<file path="src/rtl/gls_pkg.sv">
package gls_pkg;

  typedef enum logic [1:0] {
    MODE_REST   = 2'd0,
    MODE_ACTIVE = 2'd1,
    MODE_LOCKED = 2'd2
  } mode_e;

  typedef enum logic [1:0] {
    KIND_CTRL   = 2'd0,
    KIND_SAFETY = 2'd1,
    KIND_TICK   = 2'd2
  } kind_e;

  // configuration register indexes
  localparam int unsigned CfgIdxW = 3;
  localparam logic [CfgIdxW-1:0] CFG_PROTOCOL_VERSION  = 3'd0;
  localparam logic [CfgIdxW-1:0] CFG_GRANT_MAX_SECONDS = 3'd1;
  localparam logic [CfgIdxW-1:0] CFG_GRANT_CODE        = 3'd2;
  localparam logic [CfgIdxW-1:0] CFG_HEARTBEAT_CODE    = 3'd3;
  localparam logic [CfgIdxW-1:0] CFG_IDLE_CODE         = 3'd4;
  localparam logic [CfgIdxW-1:0] CFG_BENCH_CODE        = 3'd5;
  localparam logic [CfgIdxW-1:0] CFG_SILENCE_CODE      = 3'd6;
  localparam logic [CfgIdxW-1:0] CFG_UNLOCK_CODE       = 3'd7;
  localparam int unsigned CfgDataW = 16;

  localparam logic [7:0]  MIN_CTRL_BYTES = 8'd4;
  localparam logic [25:0] MS_PER_SEC     = 26'd1000;

  // seconds readout: clip the remaining time so the quotient never exceeds 255,
  // then floor(d / 1000) = (d * RECIP) >> RECIP_SHIFT, exact for d < 2^28 / 544
  localparam int unsigned DiffW       = 18;
  localparam logic [31:0] DIFF_SAT    = 32'd256000;
  localparam logic [DiffW-1:0] DIFF_CLIP = 18'd255999;
  localparam int unsigned RecipW      = 19;
  localparam logic [RecipW-1:0] RECIP = 19'd268436;
  localparam int unsigned RecipShift  = 28;
  localparam int unsigned ProdW       = DiffW + RecipW;

  typedef struct packed {
    logic [7:0]  protocol_version;
    logic [15:0] grant_max_seconds;
    logic [7:0]  grant_code;
    logic [7:0]  heartbeat_code;
    logic [7:0]  idle_code;
    logic [7:0]  my_code;
    logic [7:0]  silence_code;
    logic [7:0]  unlock_code;
  } cfg_t;

  typedef struct packed {
    logic [1:0]  kind;
    logic [7:0]  byte_count;
    logic [7:0]  version_byte;
    logic [7:0]  opcode;
    logic [15:0] argument;
    logic [7:0]  safety_byte;
  } req_t;

  // state right after one item, handed to the readout stages
  typedef struct packed {
    mode_e       mode;
    logic [7:0]  gesture;
    logic        redraw;
    logic [31:0] now_ms;
    logic [31:0] deadline_ms;
  } snap_t;

  typedef struct packed {
    logic [1:0] mode_out;
    logic [7:0] seconds_left;
    logic [7:0] gesture_out;
    logic       redraw;
  } rsp_t;

endpackage

</file>
<file path="src/rtl/gls_req_if.sv">
interface gls_req_if;
  logic        valid;
  logic        ready;
  logic [1:0]  kind;
  logic [7:0]  byte_count;
  logic [7:0]  version_byte;
  logic [7:0]  opcode;
  logic [15:0] argument;
  logic [7:0]  safety_byte;

  modport source (
    output valid, kind, byte_count, version_byte, opcode, argument, safety_byte,
    input  ready
  );
  modport sink (
    input  valid, kind, byte_count, version_byte, opcode, argument, safety_byte,
    output ready
  );
endinterface

</file>
<file path="src/rtl/gls_rsp_if.sv">
interface gls_rsp_if;
  logic       valid;
  logic       ready;
  logic [1:0] mode_out;
  logic [7:0] seconds_left;
  logic [7:0] gesture_out;
  logic       redraw;

  modport source (
    output valid, mode_out, seconds_left, gesture_out, redraw,
    input  ready
  );
  modport sink (
    input  valid, mode_out, seconds_left, gesture_out, redraw,
    output ready
  );
endinterface

</file>
<file path="src/rtl/gls_cfg_regs.sv">
module gls_cfg_regs
  import gls_pkg::*;
(
  input  logic                clk_i,
  input  logic                rst_ni,
  input  logic                cfg_we_i,
  input  logic [CfgIdxW-1:0]  cfg_idx_i,
  input  logic [CfgDataW-1:0] cfg_wdata_i,
  output cfg_t                cfg_o
);

  cfg_t cfg_q;

  always_ff @(posedge clk_i or negedge rst_ni) begin
    if (!rst_ni) begin
      cfg_q.protocol_version  <= 8'd1;
      cfg_q.grant_max_seconds <= 16'd30;
      cfg_q.grant_code        <= 8'd1;
      cfg_q.heartbeat_code    <= 8'd2;
      cfg_q.idle_code         <= 8'd0;
      cfg_q.my_code        <= 8'd3;
      cfg_q.silence_code      <= 8'd1;
      cfg_q.unlock_code       <= 8'd0;
    end else if (cfg_we_i) begin
      unique case (cfg_idx_i)
        CFG_PROTOCOL_VERSION:  cfg_q.protocol_version  <= cfg_wdata_i[7:0];
        CFG_GRANT_MAX_SECONDS: cfg_q.grant_max_seconds <= cfg_wdata_i;
        CFG_GRANT_CODE:        cfg_q.grant_code        <= cfg_wdata_i[7:0];
        CFG_HEARTBEAT_CODE:    cfg_q.heartbeat_code    <= cfg_wdata_i[7:0];
        CFG_IDLE_CODE:         cfg_q.idle_code         <= cfg_wdata_i[7:0];
        CFG_BENCH_CODE:        cfg_q.my_code        <= cfg_wdata_i[7:0];
        CFG_SILENCE_CODE:      cfg_q.silence_code      <= cfg_wdata_i[7:0];
        CFG_UNLOCK_CODE:       cfg_q.unlock_code       <= cfg_wdata_i[7:0];
        default: ;
      endcase
    end
  end

  assign cfg_o = cfg_q;

endmodule

</file>
<file path="src/rtl/gls_lease_core.sv">
module gls_lease_core
  import gls_pkg::*;
(
  input  logic  clk_i,
  input  logic  rst_ni,
  input  logic  adv_i,
  input  cfg_t  cfg_i,
  input  logic  req_valid_i,
  input  req_t  req_i,
  output logic  snap_vld_o,
  output snap_t snap_o
);

  logic        in_vld_q;
  req_t        in_q;
  mode_e       mode_q, mode_d;
  logic [7:0]  gesture_q, gesture_d;
  logic [31:0] now_q, now_d;
  logic [31:0] deadline_q, deadline_d;
  logic        snap_vld_q;
  snap_t       snap_q;

  logic        emit;
  logic        redraw;
  logic [15:0] ttl_s;
  logic [25:0] ttl_ms;
  logic [31:0] renew_ms;
  logic        is_grant;

  // grant and heartbeat share one constant multiply
  assign is_grant = (in_q.opcode == cfg_i.grant_code);
  always_comb begin
    if (is_grant && (in_q.argument < cfg_i.grant_max_seconds)) begin
      ttl_s = in_q.argument;
    end else begin
      ttl_s = cfg_i.grant_max_seconds;
    end
  end
  assign ttl_ms   = 26'(ttl_s) * MS_PER_SEC;
  assign renew_ms = now_q + 32'(ttl_ms);

  always_comb begin
    mode_d     = mode_q;
    gesture_d  = gesture_q;
    now_d      = now_q;
    deadline_d = deadline_q;
    emit       = 1'b0;
    redraw     = 1'b0;
    if (in_vld_q) begin
      unique case (in_q.kind)
        KIND_CTRL: begin
          if ((in_q.byte_count >= MIN_CTRL_BYTES) &&
              (in_q.version_byte == cfg_i.protocol_version)) begin
            emit = 1'b1;
            priority if (is_grant) begin
              if (mode_q != MODE_LOCKED) begin
                deadline_d = renew_ms;
                mode_d     = MODE_ACTIVE;
              end
            end else if (in_q.opcode == cfg_i.heartbeat_code) begin
              if (mode_q == MODE_ACTIVE) begin
                deadline_d = renew_ms;
              end
            end else if (in_q.opcode == cfg_i.idle_code) begin
              gesture_d = cfg_i.idle_code;
              redraw    = 1'b1;
            end else if (in_q.opcode == cfg_i.my_code) begin
              redraw = 1'b1;
            end else begin
              if ((mode_q == MODE_ACTIVE) && (now_q < deadline_q)) begin
                gesture_d = in_q.opcode;
                redraw    = 1'b1;
              end
            end
          end
        end
        KIND_SAFETY: begin
          if (in_q.byte_count != 8'd0) begin
            emit = 1'b1;
            priority if (in_q.safety_byte == cfg_i.silence_code) begin
              mode_d     = MODE_LOCKED;
              deadline_d = 32'd0;
              gesture_d  = cfg_i.idle_code;
              redraw     = 1'b1;
            end else begin
              if (in_q.safety_byte == cfg_i.unlock_code) begin
                mode_d = MODE_REST;
              end
            end
          end
        end
        KIND_TICK: begin
          now_d = now_q + 32'd1;
          if ((mode_q == MODE_ACTIVE) && (now_d >= deadline_q)) begin
            mode_d    = MODE_REST;
            gesture_d = cfg_i.idle_code;
            emit      = 1'b1;
            redraw    = 1'b1;
          end
        end
        default: ;
      endcase
    end
  end

  always_ff @(posedge clk_i or negedge rst_ni) begin
    if (!rst_ni) begin
      in_vld_q   <= 1'b0;
      mode_q     <= MODE_REST;
      gesture_q  <= 8'd0;
      now_q      <= 32'd0;
      deadline_q <= 32'd0;
      snap_vld_q <= 1'b0;
    end else if (adv_i) begin
      in_vld_q   <= req_valid_i;
      mode_q     <= mode_d;
      gesture_q  <= gesture_d;
      now_q      <= now_d;
      deadline_q <= deadline_d;
      snap_vld_q <= emit;
    end
  end

  always_ff @(posedge clk_i) begin
    if (adv_i) begin
      if (req_valid_i) begin
        in_q <= req_i;
      end
      snap_q.mode        <= mode_d;
      snap_q.gesture     <= gesture_d;
      snap_q.redraw      <= redraw;
      snap_q.now_ms      <= now_d;
      snap_q.deadline_ms <= deadline_d;
    end
  end

  assign snap_vld_o = snap_vld_q;
  assign snap_o     = snap_q;

endmodule

</file>
<file path="src/rtl/gls_seconds.sv">
module gls_seconds
  import gls_pkg::*;
(
  input  logic  clk_i,
  input  logic  rst_ni,
  input  logic  adv_i,
  input  logic  snap_vld_i,
  input  snap_t snap_i,
  output logic  rsp_vld_o,
  output rsp_t  rsp_o
);

  logic             clip_vld_q;
  mode_e            clip_mode_q;
  logic [7:0]       clip_gesture_q;
  logic             clip_redraw_q;
  logic [DiffW-1:0] clip_q, clip_d;
  logic [31:0]      diff;
  logic [ProdW-1:0] prod;
  logic             rsp_vld_q;
  rsp_t             rsp_q;

  assign diff = snap_i.deadline_ms - snap_i.now_ms;

  always_comb begin
    priority if (snap_i.deadline_ms <= snap_i.now_ms) begin
      clip_d = '0;
    end else if (diff >= DIFF_SAT) begin
      clip_d = DIFF_CLIP;
    end else begin
      clip_d = diff[DiffW-1:0];
    end
  end

  assign prod = ProdW'(clip_q) * ProdW'(RECIP);

  always_ff @(posedge clk_i or negedge rst_ni) begin
    if (!rst_ni) begin
      clip_vld_q <= 1'b0;
      rsp_vld_q  <= 1'b0;
    end else if (adv_i) begin
      clip_vld_q <= snap_vld_i;
      rsp_vld_q  <= clip_vld_q;
    end
  end

  always_ff @(posedge clk_i) begin
    if (adv_i) begin
      clip_mode_q        <= snap_i.mode;
      clip_gesture_q     <= snap_i.gesture;
      clip_redraw_q      <= snap_i.redraw;
      clip_q             <= clip_d;
      rsp_q.mode_out     <= clip_mode_q;
      rsp_q.seconds_left <= prod[RecipShift+7:RecipShift];
      rsp_q.gesture_out  <= clip_gesture_q;
      rsp_q.redraw       <= clip_redraw_q;
    end
  end

  assign rsp_vld_o = rsp_vld_q;
  assign rsp_o     = rsp_q;

endmodule

</file>
<file path="src/rtl/grant_lease_safety_controller.sv">
// Lease controller for a safety-gated display. Takes control writes, safety
// writes and 1 ms ticks on req, one request per cycle unless rsp stalls, and
// returns at most one result per request on rsp. Each accepted request is
// registered, applied to mode, gesture, clock and deadline, then the remaining
// time is clipped and a reciprocal multiply turns it into whole seconds.
// Requests that produce no result leave an empty slot and do not reorder
// anything. The whole pipeline holds while a result waits on rsp. Write the
// configuration registers only with nothing in flight.
module grant_lease_safety_controller
  import gls_pkg::*;
(
  input  logic                clk_i,
  input  logic                rst_ni,
  input  logic                cfg_we_i,
  input  logic [CfgIdxW-1:0]  cfg_idx_i,
  input  logic [CfgDataW-1:0] cfg_wdata_i,
  gls_req_if.sink             req,
  gls_rsp_if.source           rsp
);

  cfg_t  cfg;
  req_t  req_pl;
  logic  adv;
  logic  snap_vld;
  snap_t snap;
  logic  rsp_vld;
  rsp_t  rsp_pl;

  assign adv       = !rsp_vld || rsp.ready;
  assign req.ready = adv;

  assign req_pl.kind         = req.kind;
  assign req_pl.byte_count   = req.byte_count;
  assign req_pl.version_byte = req.version_byte;
  assign req_pl.opcode       = req.opcode;
  assign req_pl.argument     = req.argument;
  assign req_pl.safety_byte  = req.safety_byte;

  gls_cfg_regs u_cfg (
    .clk_i       (clk_i),
    .rst_ni      (rst_ni),
    .cfg_we_i    (cfg_we_i),
    .cfg_idx_i   (cfg_idx_i),
    .cfg_wdata_i (cfg_wdata_i),
    .cfg_o       (cfg)
  );

  gls_lease_core u_core (
    .clk_i       (clk_i),
    .rst_ni      (rst_ni),
    .adv_i       (adv),
    .cfg_i       (cfg),
    .req_valid_i (req.valid),
    .req_i       (req_pl),
    .snap_vld_o  (snap_vld),
    .snap_o      (snap)
  );

  gls_seconds u_sec (
    .clk_i      (clk_i),
    .rst_ni     (rst_ni),
    .adv_i      (adv),
    .snap_vld_i (snap_vld),
    .snap_i     (snap),
    .rsp_vld_o  (rsp_vld),
    .rsp_o      (rsp_pl)
  );

  assign rsp.valid        = rsp_vld;
  assign rsp.mode_out     = rsp_pl.mode_out;
  assign rsp.seconds_left = rsp_pl.seconds_left;
  assign rsp.gesture_out  = rsp_pl.gesture_out;
  assign rsp.redraw       = rsp_pl.redraw;

endmodule
</file>
<file path="src/flat_wrapper.sv">
// flat-port wrapper written by rule: the top's interface ports become plain ports
module grant_lease_safety_controller_flat import gls_pkg::*;
  (clk_i, rst_ni, cfg_we_i, cfg_idx_i, cfg_wdata_i, req_valid, req_kind, req_byte_count, req_version_byte, req_opcode, req_argument, req_safety_byte, req_ready, rsp_valid, rsp_mode_out, rsp_seconds_left, rsp_gesture_out, rsp_redraw, rsp_ready);
  gls_req_if req_i ();
  gls_rsp_if rsp_i ();
  input  logic clk_i;
  input  logic rst_ni;
  input  logic cfg_we_i;
  input  logic [CfgIdxW-1:0] cfg_idx_i;
  input  logic [CfgDataW-1:0] cfg_wdata_i;
  input wire logic [$bits(req_i.valid)-1:0] req_valid;
  input wire logic [$bits(req_i.kind)-1:0] req_kind;
  input wire logic [$bits(req_i.byte_count)-1:0] req_byte_count;
  input wire logic [$bits(req_i.version_byte)-1:0] req_version_byte;
  input wire logic [$bits(req_i.opcode)-1:0] req_opcode;
  input wire logic [$bits(req_i.argument)-1:0] req_argument;
  input wire logic [$bits(req_i.safety_byte)-1:0] req_safety_byte;
  output wire logic [$bits(req_i.ready)-1:0] req_ready;
  output wire logic [$bits(rsp_i.valid)-1:0] rsp_valid;
  output wire logic [$bits(rsp_i.mode_out)-1:0] rsp_mode_out;
  output wire logic [$bits(rsp_i.seconds_left)-1:0] rsp_seconds_left;
  output wire logic [$bits(rsp_i.gesture_out)-1:0] rsp_gesture_out;
  output wire logic [$bits(rsp_i.redraw)-1:0] rsp_redraw;
  input wire logic [$bits(rsp_i.ready)-1:0] rsp_ready;
  assign req_i.valid = req_valid;
  assign req_i.kind = req_kind;
  assign req_i.byte_count = req_byte_count;
  assign req_i.version_byte = req_version_byte;
  assign req_i.opcode = req_opcode;
  assign req_i.argument = req_argument;
  assign req_i.safety_byte = req_safety_byte;
  assign req_ready = req_i.ready;
  assign rsp_valid = rsp_i.valid;
  assign rsp_mode_out = rsp_i.mode_out;
  assign rsp_seconds_left = rsp_i.seconds_left;
  assign rsp_gesture_out = rsp_i.gesture_out;
  assign rsp_redraw = rsp_i.redraw;
  assign rsp_i.ready = rsp_ready;
  grant_lease_safety_controller u_core (.clk_i(clk_i), .rst_ni(rst_ni), .cfg_we_i(cfg_we_i), .cfg_idx_i(cfg_idx_i), .cfg_wdata_i(cfg_wdata_i), .req(req_i), .rsp(rsp_i));
endmodule
</file>
<file path="config.mk">
export PLATFORM = sky130hd
export DESIGN_NAME = grant_lease_safety_controller_flat
export DESIGN_NICKNAME = d
export VERILOG_FILES = /design/src/rtl/gls_pkg.sv /design/src/rtl/gls_req_if.sv /design/src/rtl/gls_rsp_if.sv /design/src/rtl/gls_cfg_regs.sv /design/src/rtl/gls_lease_core.sv /design/src/rtl/gls_seconds.sv /design/src/rtl/grant_lease_safety_controller.sv /design/src/flat_wrapper.sv
export SDC_FILE = /design/constraint.sdc
export NUM_CORES = 1
export LEC_CHECK = 0
export ABC_AREA = 1
export BUFFER_PORTS_ARGS = -buffer_cell sky130_fd_sc_hd__buf_2
export CORE_MARGIN = 2
export CORE_UTILIZATION = 35
export DETAILED_ROUTE_END_ITERATION = 7
export HOLD_SLACK_MARGIN = 0.08
export PLACE_DENSITY_LB_ADDON = 0.3
export SYNTH_ARGS = -nofsm -noshare
export SYNTH_HDL_FRONTEND = slang
export SYNTH_SLANG_ARGS = --single-unit
</file>
<file path="constraint.sdc">
create_clock -name clk_i -period 12.9 [get_ports clk_i]
set_clock_uncertainty 0.1 [all_clocks]
set_input_delay 3.87 -clock clk_i [delete_from_list [all_inputs] [get_ports clk_i]]
set_output_delay 3.87 -clock clk_i [all_outputs]
set_load 0.1 [all_outputs]
</file>
==> flow_metrics.env, run 1 <==
export IMPL_layout_nets=4109
export IMPL_syn_to_final_growth_pct=10.8
export IMPL_cap_viol_max_count=0
export IMPL_ys_seq_area_share_pct=32.6
export IMPL_grt_usage_pct=17.7
export IMPL_rsz0062_at_grt="false"
export IMPL_cts_root_buf="clkbuf_16"
export IMPL_whs_path_depth=0
export IMPL_cts_buffers=38
export IMPL_setup_violations=0
export IMPL_clk_pin_slew_worst_paths_ps=70
export IMPL_relSlewSlack_pct=23.5
export IMPL_yosysMostFrequentCell="nand2_1"
export IMPL_die_w_um=284
export IMPL_postCtsHoldBufs=0
export IMPL_rrSetupSlack_ps=4120
export IMPL_portBuffers=94
export IMPL_grt_pass1_wl_um=115000
export IMPL_fin_util_pct=39.3
export IMPL_dieArea_mm2=0.0809
export IMPL_grt_pass1_vias=22000
export IMPL_synth_distinct_cells=60
export IMPL_avgSynthCellArea_um2=7.82
export IMPL_async_reset_ff_share_pct=46.4
export IMPL_finalCritPeriodShare_pct=71.3
export IMPL_crit_required_ps=8930
export IMPL_drive_above_1_share_pct=6.35
export IMPL_first_pass_iters=5
export IMPL_synth_area_top_cells="edfxtp_1 19%, ha_1 15%, nand2_1 13%"
export IMPL_synthCells=3520
export IMPL_synth_edf_count=173
export IMPL_drtIter0Drc=1642
export IMPL_grt_overflow_total=0
export IMPL_placed_area_mm2=0.0292
export IMPL_fmax_mhz=109
export IMPL_clock_path_buffers=3
export IMPL_place_congestion=0.899
export IMPL_drt_antenna_violating_nets=0
export IMPL_synth_seq_cells=323
export IMPL_yosysTopAreaCell="edfxtp_1"
export IMPL_tns_ps=0
export IMPL_row_count=102
export IMPL_end_kind="output pin"
export IMPL_routed_via_density=4.82
export IMPL_tritoncts="done"
export IMPL_fp_coreArea_mm2=0.0776
export IMPL_die_h_um=284
export IMPL_hold_violations=0
export IMPL_crit_arrival_ps=5220
export IMPL_antenna_found_initial=1
export IMPL_ys_top_cells_by_count="948 x nand2_1, 610 x inv_1, 332 x ha_1, 230 x nor2_1, 219 x o21ai_0"
export IMPL_synth_top_area_share_pct=18.9
export IMPL_hp_start="u_core.u_core.snap_o[73]"
export IMPL_synth_ff_type="edfxtp_1"
export IMPL_reg2reg_to="u_core.u_core.snap_o[26]"
export IMPL_syn_area_mm2=0.0275
export IMPL_synthesis_nets=4022
export IMPL_worst_slew_pin_slew_ps=1130
export IMPL_critical_path_class="primary input to output pin"
export IMPL_cts_resized=0
export IMPL_rr_startpoint="u_core.u_cfg.cfg_o[49]"
export IMPL_start_util_pct=35.5
export IMPL_grt_max_degree=160
export IMPL_h_tree_depth=2
export IMPL_slew_viol_final=0
export IMPL_hold_path_class="flop to flop"
export IMPL_io_pins=95
export IMPL_synth_warnings=0
export IMPL_cts_setup_buffers=0
export IMPL_clk_latency_ps=570
export IMPL_dp_final_hpwl_um=56400
export IMPL_num_vias=22500
export IMPL_cts_sinks=323
export IMPL_drc=0
export IMPL_wl_per_cell_um=15.2
export IMPL_crit_path_max_fanout=77
export IMPL_rr_worst_depth=42
export IMPL_holdPathEnd="u_core.u_sec.clip_mode_q[0]"
export IMPL_outcome="finished clean"
export IMPL_n_antenna_cell=0
export IMPL_fin_crit_ps=9190
export IMPL_start_kind="primary input"
export IMPL_routed_wl_um=71100
export IMPL_final_area_mm2=0.0305
==> worst max-delay path, cell delays in order <==
cell    delay, ps
buf_2          80
nor2_2         30
buf_4         230
inv_8         430
buf_2         530
==> placed cells by master, fill, tap and decap left out, types with 6 or more instances in the layout <==
master / instances
nor4_1: 9
clkbuf_1: 9
o211ai_1: 15
nand3_1: 144
or2_2: 9
o21bai_1: 9
o21a_1: 8
a21oi_1: 188
a21o_1: 11
fa_1: 96
clkbuf_16: 39
buf_4: 13
o22ai_1: 14
o21ai_1: 14
nor2_2: 8
buf_2: 93
a31oi_1: 12
nand4_1: 45
nor3_1: 24
xor2_1: 76
dfrtp_1: 140
nand2_2: 9
inv_1: 608
o21ai_0: 219
a21boi_0: 6
xnor2_1: 41
nor2_1: 229
edfxtp_1: 173
nand2_1: 948
dfstp_2: 10
ha_1: 332
==> through the flow <==
stage / hold WS [ps] / std cells / setup slack, ps
after global routing: 318 / 4677 / 3190
final: 318 / 4677 / 3710
after global placement: 302 / 4607 / 3690
after detailed placement: 305 / 4607 / 3680
after CTS: 320 / 4677 / 3680
after floorplan: 300 / 3520 / 280
==> flip-flops by register name (all words and copies together), names as in the netlist <==
signal	count
u_core.u_core.deadline_q	32
u_core.u_sec.clip_redraw_q	1
u_core.u_sec.clip_mode_q	2
u_core.u_core.in_q	50
u_core.u_sec.clip_gesture_q	8
u_core.u_sec.rsp_o	19
u_core.u_sec.rsp_vld_o	1
u_core.u_core.mode_q	2
u_core.u_core.snap_vld_o	1
u_core.u_core.now_q	32
u_core.u_cfg.cfg_o	72
u_core.u_core.in_vld_q	1
u_core.u_core.snap_o	75
u_core.u_sec.clip_q	18
u_core.u_sec.clip_vld_q	1
u_core.u_core.gesture_q	8
==> layout make-up <==
class	count	area [um2]
Clock buffer	52	1060
Clock inverter	18	251
Fill cell	8149	47100
Inverter	618	2330
Multi-Input combinational cell	2518	16000
Sequential cell	323	8960
Tap cell	1040	1300
Timing Repair Buffer	108	594
==> how the worst max path moves through the flow <==
stage                                       from                            to  slack [ps]  cells after the start
after floorplan                        rsp_ready                     req_ready         280                      4
after global placement                 rsp_ready                     req_ready        3690                      5
after detailed placement               rsp_ready                     req_ready        3680                      5
after CTS                              rsp_ready                     req_ready        3680                      5
after global routing      u_core.u_cfg.cfg_o[51]  u_core.u_core.deadline_q[31]        3190                     44
final                                  rsp_ready                     req_ready        3710                      5
==> layer usage <==
layer | GRT usage, % | up-vias | wire length [um]
li1 | - | 11600 | -
met3 | 2.41 | 124 | 3520
met5 | 0 | - | 0
met4 | 5.58 | 0 | 2110
met2 | 29.6 | 480 | 32900
met1 | 23.6 | 10400 | 32500
==> logic make-up after synthesis <==
| logic type | count (synthesis) | share of synthesized area [%] |
|---|---|---|
| simple gates | 1454 | 21.9 |
| compound gates | 514 | 10.2 |
| fa+ha+maj | 428 | 22.1 |
| buf+inv | 679 | 9.39 |
| mux | 5 | 0.182 |
| xor+xnor | 117 | 3.72 |
| flops | 323 | 32.6 |
Power of run 1 is left out: the tool's default activity adds up to more than one toggle a clock period on the data nets, which glitch-free logic cannot reach.
==> run 2: changes to the inputs <==
clock period = 8.4 ns   (was 12.9 ns; I/O delays follow)
==> flow_metrics.env, run 2 (same netlist as run 1, synthesis figures left out) <==
export IMPL_portBuffers=94
export IMPL_multi_input_area_mm2=0.0161
export IMPL_layout_commonest_cell="nand2_1"
export IMPL_first_pass_iters=5
export IMPL_grt_overflow_total=0
export IMPL_final_area_mm2=0.0307
export IMPL_start_kind="flop"
export IMPL_grt_pass1_wl_um=119000
export IMPL_fmax_mhz=128
export IMPL_antenna_found_initial=0
export IMPL_drc=0
export IMPL_clock_path_buffers=3
export IMPL_routed_wl_um=74900
export IMPL_critPathMaxStageDelay_ps=530
export IMPL_syn_to_final_growth_pct=11.7
export IMPL_largest_reg_flops=75
export IMPL_finalCritPeriodShare_pct=93.2
export IMPL_io_pins=95
export IMPL_num_vias=22900
export IMPL_hold_violations=0
export IMPL_cts_root_buf="clkbuf_16"
export IMPL_place_congestion=0.958
export IMPL_grt_pass1_vias=21900
export IMPL_n_antenna_cell=0
export IMPL_die_w_um=284
export IMPL_setup_violations=0
export IMPL_dieArea_mm2=0.0809
export IMPL_wl_met3_um=3130
export IMPL_relSlewSlack_pct=32.8
export IMPL_critical_path_class="flop to flop"
export IMPL_m1WireLength_um=34500
export IMPL_routed_via_density=4.88
export IMPL_fin_crit_ps=7830
export IMPL_drive_above_1_share_pct=7.51
export IMPL_die_h_um=284
export IMPL_register_area_mm2=0.00896
export IMPL_nFillCells=8060
export IMPL_start_util_pct=35.5
export IMPL_postCtsHoldBufs=0
export IMPL_outcome="finished clean"
export IMPL_clk_latency_ps=570
export IMPL_row_count=102
export IMPL_worst_slew_pin_slew_ps=1010
export IMPL_cap_viol_max_count=0
export IMPL_fp_coreArea_mm2=0.0776
export IMPL_wl_per_cell_um=15.9
export IMPL_crit_required_ps=8600
export IMPL_path_buf_inv=8
export IMPL_cts_sinks=323
export IMPL_placed_area_mm2=0.0293
export IMPL_h_tree_depth=2
export IMPL_crit_arrival_ps=8030
export IMPL_layout_nets=4135
export IMPL_grt_usage_pct=18.5
export IMPL_cts_buffers=38
export IMPL_drtIter0Drc=1550
export IMPL_tns_ps=0
export IMPL_wl_met2_um=35100
export IMPL_hold_path_class="flop to flop"
export IMPL_maxUsedRoutingLayer="met4"
export IMPL_end_kind="flop"
export IMPL_cpMostUsedCell="nand2_1"
export IMPL_mostFrequentLayoutCells="948 x nand2_1, 608 x inv_1, 332 x ha_1"
export IMPL_grt_max_degree=93
export IMPL_dp_final_hpwl_um=59500
export IMPL_slew_viol_final=0
export IMPL_critPathSlowestCell="fa_1"
export IMPL_drt_antenna_violating_nets=0
export IMPL_cpLargestDelayFamily="adder cells"
export IMPL_tritoncts="done"
export IMPL_crit_path_max_fanout=24
export IMPL_clk_pin_slew_worst_paths_ps=70
==> run 2: worst reg2reg max path: cells and delay by family (launching register included) <==
kind / cells / cell delay (ps)
simple gates: 22 / 2320
flops: 1 / 520
xor+xnor: 1 / 170
buf+inv: 8 / 690
fa+ha+maj: 7 / 2760
compound gates: 7 / 1030
==> run 2: per-layer routing <==
layer / track usage, % / vias to the layer above
li1: - / 11600
met1: 24.9 / 10700
met2: 31.5 / 522
met3: 1.90 / 115
met4: 5.26 / 0
met5: 0 / -
==> run 2: cell type report <==
cell class	instances	share of cell area, %
multi-input combinational	2518	52.3
sequential	323	29.2
inverter	618	7.58
tap	1040	4.23
clock buffer	43	3.22
timing repair buffer	134	2.57
clock inverter	26	0.969
==> run 2: path summary, 6_finish.rpt <==
path | start | end | slack [ps] | cells past startpoint
hold reg to reg | u_core.u_sec.clip_gesture_q[1] | u_core.u_sec.rsp_o[2] | 310 | 0
hold / removal | u_core.u_sec.clip_gesture_q[1] | u_core.u_sec.rsp_o[2] | 310 | 0
min in group asynchronous | rst_ni | u_core.u_cfg.cfg_o[1] | 1940 | 1
setup / recovery | u_core.u_cfg.cfg_o[51] | u_core.u_core.snap_o[25] | 570 | 45
max in group asynchronous | rst_ni | u_core.u_core.now_q[0] | 4790 | 2
setup reg to reg | u_core.u_cfg.cfg_o[51] | u_core.u_core.snap_o[25] | 570 | 45
==> run 2: stage by stage <==
stage | util [%] | hold slack (ps) | std cells | setup WS [ps]
final | 39.6 | 310 | 4702 | 570
after global routing | 39.6 | 317 | 4702 | -32.5
after CTS | 39.5 | 311 | 4700 | 90.1
after detailed placement | 37.8 | 305 | 4631 | 140
after global placement | 37.8 | 301 | 4631 | 333
after floorplan | - | 300 | 3520 | 746
==> run 2: repair_timing <==
item,4_1_cts,5_1_grt
gates resized for setup,0,29
setup buffers,0,2
endpoints found under the setup margin,0,32
Power of run 2 is left out for the same reason.
